--- src/rau_pkg.sv ---
// Package for the rational arithmetic unit: word sizes, operation and status codes,
// sequencer states and the operand split function. Depends on nothing.
`default_nettype none

package rau_pkg;

    localparam int WORD_BITS = 32;
    localparam int PROD_BITS = 2 * WORD_BITS;
    localparam int CNT_BITS  = $clog2(PROD_BITS);
    localparam int FIELD_BITS = 32;

    typedef enum logic [1:0] {
        KIND_ADD = 2'd0,
        KIND_SUB = 2'd1,
        KIND_MUL = 2'd2,
        KIND_DIV = 2'd3
    } kind_t;

    typedef enum logic [1:0] {
        ST_OK       = 2'd0,
        ST_BADDEN   = 2'd1,
        ST_DIVZERO  = 2'd2,
        ST_OVERFLOW = 2'd3
    } status_t;

    typedef enum logic [2:0] {
        S_IDLE,
        S_MUL,
        S_COMB,
        S_GCD,
        S_DIV,
        S_DONE
    } state_t;

    // Magnitude of the low WORD_BITS bits read as two's complement. The most
    // negative value maps onto itself, which is its correct unsigned magnitude.
    function automatic logic [WORD_BITS-1:0] mag_of(input logic [FIELD_BITS-1:0] raw);
        logic [WORD_BITS-1:0] v;
        v = raw[WORD_BITS-1:0];
        return v[WORD_BITS-1] ? (~v + 1'b1) : v;
    endfunction

endpackage

`default_nettype wire

--- src/rau_if.sv ---
// Handshake interfaces for the rational arithmetic unit: request and response items.
// Depends on rau_pkg for the field widths.
`default_nettype none

interface rau_req_if;
    logic                              valid;
    logic                              ready;
    logic [1:0]                        kind;
    logic signed [rau_pkg::FIELD_BITS-1:0] num_a;
    logic signed [rau_pkg::FIELD_BITS-1:0] den_a;
    logic signed [rau_pkg::FIELD_BITS-1:0] num_b;
    logic signed [rau_pkg::FIELD_BITS-1:0] den_b;

    modport source (output valid, kind, num_a, den_a, num_b, den_b, input ready);
    modport sink   (input valid, kind, num_a, den_a, num_b, den_b, output ready);
endinterface

interface rau_rsp_if;
    logic                              valid;
    logic                              ready;
    logic signed [rau_pkg::FIELD_BITS-1:0] res_num;
    logic [rau_pkg::FIELD_BITS-2:0]    res_den;
    logic [1:0]                        status;

    modport source (output valid, res_num, res_den, status, input ready);
    modport sink   (input valid, res_num, res_den, status, output ready);
endinterface

`default_nettype wire

--- src/rational_arithmetic_unit.sv ---
// Rational arithmetic unit: adds, subtracts, multiplies or divides two fractions and
// reduces the result. Depends on rau_pkg and the interfaces in rau_if.sv.
//
//   channel  direction  carries
//   req      in         kind, num_a, den_a, num_b, den_b
//   rsp      out        res_num, res_den, status
//
// An item whose operand denominator is zero, or that divides by a zero fraction,
// goes straight to hand-over. Otherwise the multiplier forms the cross products, a
// combine step follows, and a zero sum goes straight to hand-over; else a binary GCD
// whose length is set by the operand bits follows, then the divider (first for the
// numerator, then for the denominator), then the hand-over. Reset clears the sequencer
// only. The block takes no request while an item is in work or while its result waits
// on rsp; a stalled rsp simply holds the result.
`default_nettype none

module rational_arithmetic_unit (
    input  wire logic   clk,
    input  wire logic   rst_n,
    rau_req_if.sink     req,
    rau_rsp_if.source   rsp
);

    localparam int W  = rau_pkg::WORD_BITS;
    localparam int P  = rau_pkg::PROD_BITS;
    localparam int CB = rau_pkg::CNT_BITS;

    // Largest positive magnitude at WORD_BITS, in product width.
    localparam logic [P-1:0] LIM = {{(P-W+1){1'b0}}, {(W-1){1'b1}}};

    rau_pkg::state_t state_reg, state_next;

    logic [W-1:0]  na_reg, da_reg, nb_reg, db_reg;
    logic          sa_reg, sb_reg, neg_reg;
    logic          sa_next, sb_next, neg_next;
    logic [W-1:0]  na_next, da_next, nb_next, db_next;
    rau_pkg::kind_t kind_reg, kind_next;
    logic [1:0]    step_reg, step_next;
    logic [P-1:0]  t1_reg, t2_reg, den_reg;
    logic [P-1:0]  t1_next, t2_next, den_next;
    logic [P-1:0]  x_reg, y_reg, x_next, y_next;
    logic [CB-1:0] k_reg, k_next;
    logic [P-1:0]  q_reg, rem_reg, d_reg, qnum_reg;
    logic [P-1:0]  q_next, rem_next, d_next, qnum_next;
    logic [CB-1:0] cnt_reg, cnt_next;
    logic          phase_reg, phase_next;
    logic signed [rau_pkg::FIELD_BITS-1:0] res_num_reg, res_num_next;
    logic [rau_pkg::FIELD_BITS-2:0]        res_den_reg, res_den_next;
    rau_pkg::status_t status_reg, status_next;

    // Operand split of the incoming item.
    logic [W-1:0] in_na, in_da, in_nb, in_db;
    logic         in_sna, in_sda, in_snb, in_sdb;
    logic         accept;

    // Shared multiplier, combine stage, GCD step and divider step.
    logic [W-1:0] mul_a, mul_b;
    logic [P-1:0] mul_p;
    logic         s2;
    logic [P-1:0] comb_num;
    logic         comb_neg;
    logic [P:0]   div_t;
    logic         div_ge;
    logic [P-1:0] div_q;
    logic [P-1:0] div_r;
    logic         div_last;
    logic         gcd_done;
    logic         ovf;

    assign in_na  = rau_pkg::mag_of(req.num_a);
    assign in_da  = rau_pkg::mag_of(req.den_a);
    assign in_nb  = rau_pkg::mag_of(req.num_b);
    assign in_db  = rau_pkg::mag_of(req.den_b);
    assign in_sna = req.num_a[W-1];
    assign in_sda = req.den_a[W-1];
    assign in_snb = req.num_b[W-1];
    assign in_sdb = req.den_b[W-1];
    assign accept = req.valid && req.ready;

    // Step 0 gives the numerator product, step 1 the denominator product and step 2,
    // for add and subtract only, the second cross product.
    always_comb
    begin
        mul_a = na_reg;
        mul_b = db_reg;
        case (step_reg)
            2'd0:
            begin
                mul_a = na_reg;
                mul_b = (kind_reg == rau_pkg::KIND_MUL) ? nb_reg : db_reg;
            end
            2'd1:
            begin
                mul_a = da_reg;
                mul_b = (kind_reg == rau_pkg::KIND_DIV) ? nb_reg : db_reg;
            end
            default:
            begin
                mul_a = nb_reg;
                mul_b = da_reg;
            end
        endcase
    end

    assign mul_p = P'(mul_a) * P'(mul_b);

    // Signed combination of the cross products as sign and magnitude.
    always_comb
    begin
        s2 = (kind_reg == rau_pkg::KIND_SUB) ? !sb_reg : sb_reg;
        comb_num = t1_reg;
        comb_neg = sa_reg ^ sb_reg;
        if (kind_reg == rau_pkg::KIND_ADD || kind_reg == rau_pkg::KIND_SUB)
        begin
            if (sa_reg == s2)
            begin
                comb_num = t1_reg + t2_reg;
                comb_neg = sa_reg;
            end
            else if (t1_reg >= t2_reg)
            begin
                comb_num = t1_reg - t2_reg;
                comb_neg = sa_reg;
            end
            else
            begin
                comb_num = t2_reg - t1_reg;
                comb_neg = s2;
            end
        end
    end

    assign gcd_done = (x_reg == y_reg) && x_reg[0] && y_reg[0];

    // One restoring division step: shift a dividend bit into the remainder.
    assign div_t    = {rem_reg, q_reg[P-1]};
    assign div_ge   = div_t >= {1'b0, d_reg};
    assign div_r    = div_ge ? P'(div_t - {1'b0, d_reg}) : div_t[P-1:0];
    assign div_q    = {q_reg[P-2:0], div_ge};
    assign div_last = (cnt_reg == CB'(P - 1));

    assign ovf = (div_q > LIM) || (qnum_reg > (neg_reg ? LIM + 1'b1 : LIM));

    // Next state.
    always_comb
    begin
        state_next = state_reg;
        unique case (state_reg)
            rau_pkg::S_IDLE:
                if (accept)
                begin
                    if (in_da == '0 || in_db == '0 ||
                        (req.kind == rau_pkg::KIND_DIV && in_nb == '0))
                        state_next = rau_pkg::S_DONE;
                    else
                        state_next = rau_pkg::S_MUL;
                end
            rau_pkg::S_MUL:
                if (step_reg == 2'd2 ||
                    (step_reg == 2'd1 && (kind_reg == rau_pkg::KIND_MUL ||
                                          kind_reg == rau_pkg::KIND_DIV)))
                    state_next = rau_pkg::S_COMB;
            rau_pkg::S_COMB:
                state_next = (comb_num == '0) ? rau_pkg::S_DONE : rau_pkg::S_GCD;
            rau_pkg::S_GCD:
                if (gcd_done)
                    state_next = rau_pkg::S_DIV;
            rau_pkg::S_DIV:
                if (div_last && phase_reg)
                    state_next = rau_pkg::S_DONE;
            rau_pkg::S_DONE:
                if (rsp.ready)
                    state_next = rau_pkg::S_IDLE;
            default:
                state_next = rau_pkg::S_IDLE;
        endcase
    end

    // Datapath register updates.
    always_comb
    begin
        na_next = na_reg;  da_next = da_reg;  nb_next = nb_reg;  db_next = db_reg;
        sa_next = sa_reg;  sb_next = sb_reg;  neg_next = neg_reg;
        kind_next = kind_reg;  step_next = step_reg;
        t1_next = t1_reg;  t2_next = t2_reg;  den_next = den_reg;
        x_next = x_reg;  y_next = y_reg;  k_next = k_reg;
        q_next = q_reg;  rem_next = rem_reg;  d_next = d_reg;  qnum_next = qnum_reg;
        cnt_next = cnt_reg;  phase_next = phase_reg;
        res_num_next = res_num_reg;  res_den_next = res_den_reg;
        status_next = status_reg;
        unique case (state_reg)
            rau_pkg::S_IDLE:
                if (accept)
                begin
                    na_next   = in_na;
                    da_next   = in_da;
                    nb_next   = in_nb;
                    db_next   = in_db;
                    sa_next   = in_sna ^ in_sda;
                    sb_next   = in_snb ^ in_sdb;
                    kind_next = rau_pkg::kind_t'(req.kind);
                    step_next = 2'd0;
                    res_num_next = '0;
                    res_den_next = '0;
                    if (in_da == '0 || in_db == '0)
                        status_next = rau_pkg::ST_BADDEN;
                    else if (req.kind == rau_pkg::KIND_DIV && in_nb == '0)
                        status_next = rau_pkg::ST_DIVZERO;
                    else
                        status_next = rau_pkg::ST_OK;
                end
            rau_pkg::S_MUL:
            begin
                step_next = step_reg + 2'd1;
                case (step_reg)
                    2'd0:    t1_next  = mul_p;
                    2'd1:    den_next = mul_p;
                    default: t2_next  = mul_p;
                endcase
            end
            rau_pkg::S_COMB:
            begin
                t1_next  = comb_num;
                neg_next = comb_neg;
                x_next   = comb_num;
                y_next   = den_reg;
                k_next   = '0;
                if (comb_num == '0)
                begin
                    res_num_next = '0;
                    res_den_next = 31'd1;
                    status_next  = rau_pkg::ST_OK;
                end
            end
            rau_pkg::S_GCD:
            begin
                // Binary GCD: strip common twos, halve a lone even value, then subtract odd values.
                if (!x_reg[0] && !y_reg[0])
                begin
                    x_next = x_reg >> 1;
                    y_next = y_reg >> 1;
                    k_next = k_reg + 1'b1;
                end
                else if (!x_reg[0])
                    x_next = x_reg >> 1;
                else if (!y_reg[0])
                    y_next = y_reg >> 1;
                else if (x_reg > y_reg)
                    x_next = x_reg - y_reg;
                else if (y_reg > x_reg)
                    y_next = y_reg - x_reg;
                else
                begin
                    d_next     = x_reg << k_reg;
                    q_next     = t1_reg;
                    rem_next   = '0;
                    cnt_next   = '0;
                    phase_next = 1'b0;
                end
            end
            rau_pkg::S_DIV:
            begin
                q_next   = div_q;
                rem_next = div_r;
                cnt_next = cnt_reg + 1'b1;
                if (div_last)
                begin
                    if (!phase_reg)
                    begin
                        qnum_next  = div_q;
                        q_next     = den_reg;
                        rem_next   = '0;
                        cnt_next   = '0;
                        phase_next = 1'b1;
                    end
                    else if (ovf)
                    begin
                        res_num_next = '0;
                        res_den_next = '0;
                        status_next  = rau_pkg::ST_OVERFLOW;
                    end
                    else
                    begin
                        res_num_next = neg_reg ? (32'd0 - qnum_reg[31:0]) : qnum_reg[31:0];
                        res_den_next = div_q[30:0];
                        status_next  = rau_pkg::ST_OK;
                    end
                end
            end
            rau_pkg::S_DONE:
            begin
            end
            default:
            begin
            end
        endcase
    end

    always_ff @(posedge clk or negedge rst_n)
    begin
        if (!rst_n)
            state_reg <= rau_pkg::S_IDLE;
        else
            state_reg <= state_next;
    end

    always_ff @(posedge clk)
    begin
        na_reg <= na_next;  da_reg <= da_next;  nb_reg <= nb_next;  db_reg <= db_next;
        sa_reg <= sa_next;  sb_reg <= sb_next;  neg_reg <= neg_next;
        kind_reg <= kind_next;  step_reg <= step_next;
        t1_reg <= t1_next;  t2_reg <= t2_next;  den_reg <= den_next;
        x_reg <= x_next;  y_reg <= y_next;  k_reg <= k_next;
        q_reg <= q_next;  rem_reg <= rem_next;  d_reg <= d_next;  qnum_reg <= qnum_next;
        cnt_reg <= cnt_next;  phase_reg <= phase_next;
        res_num_reg <= res_num_next;  res_den_reg <= res_den_next;
        status_reg <= status_next;
    end

    // Handshake outputs.
    always_comb
    begin
        req.ready   = (state_reg == rau_pkg::S_IDLE);
        rsp.valid   = (state_reg == rau_pkg::S_DONE);
        rsp.res_num = res_num_reg;
        rsp.res_den = res_den_reg;
        rsp.status  = status_reg;
    end

endmodule

`default_nettype wire

--- src/flat_wrapper.sv ---
// flat-port wrapper written by rule: the top's interface ports become plain ports
module rational_arithmetic_unit_flat 
  (clk, rst_n, req_valid, req_kind, req_num_a, req_den_a, req_num_b, req_den_b, req_ready, rsp_valid, rsp_res_num, rsp_res_den, rsp_status, rsp_ready);
  rau_req_if req_i ();
  rau_rsp_if rsp_i ();
  input  wire logic clk;
  input  wire logic rst_n;
  input wire logic [$bits(req_i.valid)-1:0] req_valid;
  input wire logic [$bits(req_i.kind)-1:0] req_kind;
  input wire logic [$bits(req_i.num_a)-1:0] req_num_a;
  input wire logic [$bits(req_i.den_a)-1:0] req_den_a;
  input wire logic [$bits(req_i.num_b)-1:0] req_num_b;
  input wire logic [$bits(req_i.den_b)-1:0] req_den_b;
  output wire logic [$bits(req_i.ready)-1:0] req_ready;
  output wire logic [$bits(rsp_i.valid)-1:0] rsp_valid;
  output wire logic [$bits(rsp_i.res_num)-1:0] rsp_res_num;
  output wire logic [$bits(rsp_i.res_den)-1:0] rsp_res_den;
  output wire logic [$bits(rsp_i.status)-1:0] rsp_status;
  input wire logic [$bits(rsp_i.ready)-1:0] rsp_ready;
  assign req_i.valid = req_valid;
  assign req_i.kind = req_kind;
  assign req_i.num_a = req_num_a;
  assign req_i.den_a = req_den_a;
  assign req_i.num_b = req_num_b;
  assign req_i.den_b = req_den_b;
  assign req_ready = req_i.ready;
  assign rsp_valid = rsp_i.valid;
  assign rsp_res_num = rsp_i.res_num;
  assign rsp_res_den = rsp_i.res_den;
  assign rsp_status = rsp_i.status;
  assign rsp_i.ready = rsp_ready;
  rational_arithmetic_unit u_core (.clk(clk), .rst_n(rst_n), .req(req_i), .rsp(rsp_i));
endmodule
--- config.mk ---
export PLATFORM = sky130hd
export DESIGN_NAME = rational_arithmetic_unit_flat
export DESIGN_NICKNAME = d
export VERILOG_FILES = /design/src/rau_pkg.sv /design/src/rau_if.sv /design/src/rational_arithmetic_unit.sv /design/src/flat_wrapper.sv
export SDC_FILE = /design/constraint.sdc
export NUM_CORES = 2
export LEC_CHECK = 0
export ABC_AREA = 1
export BUFFER_PORTS_ARGS = -buffer_cell sky130_fd_sc_hd__buf_2
export CAP_MARGIN = 40
export CORE_UTILIZATION = 34
export DETAILED_ROUTE_END_ITERATION = 10
export PLACE_DENSITY = 0.47
export SLEW_MARGIN = 0
export SYNTH_ARGS = -nofsm -noshare
export SYNTH_HDL_FRONTEND = slang
export SYNTH_SLANG_ARGS = --single-unit
--- constraint.sdc ---
create_clock -name clk -period 18.58 [get_ports clk]
set_input_delay 2.787 -clock clk [delete_from_list [all_inputs] [get_ports clk]]
set_output_delay 2.787 -clock clk [all_outputs]
set_load 0.005 [all_outputs]
==> results.sh <==
export IMPL_outcome="complete, no violations"
export IMPL_postPlaceCellArea_um2=109000
export IMPL_ys_seq_area_frac=0.230
export IMPL_layout_area_seq_um2=23800
export IMPL_final_period_minus_worst_setup_slack_ns=10.70
export IMPL_layout_cells_most_common_list="sky130_fd_sc_hd__nand2_1, sky130_fd_sc_hd__inv_1, sky130_fd_sc_hd__nor2_1"
export IMPL_cts_tree="yes"
export IMPL_grt_start_max_net_pins=135
export IMPL_post_cts_setup_buffers=0
export IMPL_rsz0062_at_grt="false"
export IMPL_vias_per_cell=5.27
export IMPL_skew_ns=0.136
export IMPL_detailed_router_s_first_iteration_violation_count=10500
export IMPL_design_die_area_um2=306000
export IMPL_first_global_vias=93100
export IMPL_arrival_time_of_data_at_the_critical_path_endpoint_ns=11.21
export IMPL_fmaxAchievable_mhz=93.5
export IMPL_netlist_top_cells_area="sky130_fd_sc_hd__edfxtp_1, sky130_fd_sc_hd__fa_1, sky130_fd_sc_hd__nand2_1"
export IMPL_fraction_of_layout_instances_using_a_drive_strength_above_1=0.0538
export IMPL_design_portCount=201
export IMPL_post_synth_inst_count=14200
export IMPL_async_reset_ff_frac=0.00379
export IMPL_worst_slack_placed_ns=7.93
export IMPL_post_synth_cell_area_avg_um2=7.30
export IMPL_syn_area_um2=103000
export IMPL_routed_wire_length_per_instance_um=26.7
export IMPL_drtPass1Iterations=6
export IMPL_ys_warnings_count=0
export IMPL_synth_seq_cells=792
export IMPL_post_cts_sizing=0
export IMPL_layout_commonest_cell="sky130_fd_sc_hd__nand2_1"
export IMPL_criticalPathCategory="flop to flop"
export IMPL_grt_first_pass_wirelength_um=687000
export IMPL_clock_latency_ns=0.91
export IMPL_synth_top_family_by_area="adder cells"
export IMPL_num_rows=202
export IMPL_worst_ep_required_time_ns=19.09
export IMPL_timing_max_cap_violations=0
export IMPL_critPathSlowestCell="sky130_fd_sc_hd__clkinv_1"
export IMPL_synth_main_ff_cell="sky130_fd_sc_hd__edfxtp_1"
export IMPL_route_vias_total=96000
export IMPL_netlist_top_cell_by_area="sky130_fd_sc_hd__edfxtp_1"
export IMPL_crit_path_end_kind="flop"
export IMPL_cts_buffers=103
export IMPL_yosys_mux_area_fraction=0.00842
export IMPL_synthDominantCellAreaShare=0.229
export IMPL_max_slew_margin_rel=0.323
export IMPL_clockBufferDepth=4
export IMPL_net_total_in_the_final_layout=15900
export IMPL_synth_compound_area_share=0.121
export IMPL_setup_slack_ns=7.88
export IMPL_die_h_um=554
export IMPL_postRouteWirelength_um=486000
export IMPL_finish_instance_area_um2=113000
export IMPL_timing_critical_path_fanout_max=43
export IMPL_tns_ns=0
export IMPL_fillers=32400
export IMPL_finalCoreUtilization=0.372
export IMPL_setup_violations_final=0
export IMPL_cellPowerDensity_nw_per_um2=108
export IMPL_leakage_uw=0.0538
export IMPL_clockRootBuffer="sky130_fd_sc_hd__clkbuf_16"
export IMPL_detailedPlacementHpwl_um=401000
export IMPL_synth_simple_gate_area_share=0.224
export IMPL_worst_hold_path_type="flop to flop"
export IMPL_tritoncts_num_sinks=792
export IMPL_layout_area_overhead_vs_synth_pct=8.93
export IMPL_mappedNetlistNets=15900
export IMPL_cts_htree_levels=3
export IMPL_critical_path_max_stage_delay_ns=0.80
export IMPL_cp_common_cell="sky130_fd_sc_hd__fa_1"
export IMPL_synth_adder_area_share=0.258
export IMPL_hold_viol=0
export IMPL_gp_congestion=1.02
export IMPL_slew_viol_final=0
export IMPL_pnr_total_power_uw=12200
export IMPL_drc_errors=0
export IMPL_synth_edff_count=789
export IMPL_clkTransAtPathRegs_ns=0.06
export IMPL_synth_xor_xnor_area_share=0.0356
export IMPL_globalRouteOverflowTotal=0
export IMPL_cts_hold_fix_buffers=0
export IMPL_critical_path_startpoint_type="flop"
export IMPL_grtUsageTotal=0.311
export IMPL_die_x_um=554
export IMPL_portBuffers=200
export IMPL_placeableCoreArea_um2=303000
export IMPL_multi_input_area_um2=67300
export IMPL_drt_antenna_violating_nets=0
export IMPL_antenna_found_initial=18
export IMPL_initial_core_utilization=0.342
export IMPL_ir_worst_vdd_v=0.000174
export IMPL_worst_slew_pin_transition_ns=1.00
export IMPL_finalCritPeriodShare=0.576
export IMPL_yosys_cell_types_count=75
-- path summary, 6_finish.rpt --
path,end,depth (start not counted),slack (ns),startpoint
min in group asynchronous,u_core.state_reg[2],1,1.77,rst_n
min,u_core.qnum_reg[57],0,0.41,u_core.q_reg[56]
min reg2reg,u_core.qnum_reg[57],0,0.41,u_core.q_reg[56]
max,u_core.den_reg[51],35,7.88,u_core.kind_reg[1]
max in group asynchronous,u_core.state_reg[1],1,16.71,rst_n
max reg2reg,u_core.den_reg[51],35,7.88,u_core.kind_reg[1]
-- area by class of cell --
| cell class | count | area share |
|---|---|---|
| Antenna cell | 7 | 0.000155 |
| Sequential cell | 792 | 0.211 |
| Clock buffer | 116 | 0.0233 |
| Clock inverter | 67 | 0.00679 |
| Tap cell | 3978 | 0.0442 |
| Multi-Input combinational cell | 10100 | 0.597 |
| Timing Repair Buffer | 439 | 0.0260 |
| Inverter | 2738 | 0.0913 |
-- logic make-up (layout without fill, tap and decap cells) --
group,Yosys count,count (layout)
AND/OR/NAND/NOR,5778,5778
buffers and inverters,3282,3360
AO/OA/AOI/OAI,2210,2210
adder cells (fa/ha/maj),1593,1593
flip-flops,792,792
XOR/XNOR,419,419
multiplexers,87,87
other,0,7
-- metrics by stage --
stage / hold WS, ns / instances
CTS: 0.402 / 18200
global route: 0.425 / 18200
finish: 0.414 / 18200
floorplan: 0.426 / 14200
global placement: 0.432 / 18000
detailed placement: 0.432 / 18000
-- power by group --
group | leakage (uW) | switching [uW] | internal, uW
combinational | 0.0450 | 5100 | 2040
sequential | 0.00717 | 293 | 2640
clock | 0.00164 | 882 | 1210
-- critical path: cells and delay by family (launching register included) --
family | cells | cell delay [ns]
buffers and inverters | 10 | 2.58
XOR/XNOR | 1 | 0.39
adder cells (fa/ha/maj) | 9 | 4.15
AO/OA/AOI/OAI | 7 | 1.46
AND/OR/NAND/NOR | 8 | 1.47
flip-flops | 1 | 0.32
-- synthesized netlist by cell type, drive strengths merged, types with 8 or more instances --
master / count
nand2: 3190
inv: 2706
nor2: 1795
fa: 902
o21ai: 846
a21oi: 829
edfxtp: 789
ha: 691
nand3: 473
clkbuf: 421
xor2: 271
xnor2: 148
buf: 123
nor3: 118
o221ai: 105
nand4: 100
mux2i: 87
a31oi: 73
o22ai: 60
o211ai: 53
a221oi: 52
nor4: 50
o21a: 48
o21bai: 45
clkinv: 32
or2: 22
nand3b: 18
o31ai: 15
a21o: 14
a21boi: 12
a211oi: 11
a221o: 11
o2111ai: 10
o311ai: 8
-- layer usage --
| metal | GRT usage | vias to the layer above | part of all wire |
|---|---|---|---|
| met5 | 0 | - | 0 |
| met4 | 0.134 | 0 | 0.050 |
| met3 | 0.0431 | 691 | 0.069 |
| met2 | 0.501 | 3916 | 0.45 |
| met1 | 0.417 | 46700 | 0.43 |
| li1 | - | 44700 | - |
(Power assumes the default switching activity.)
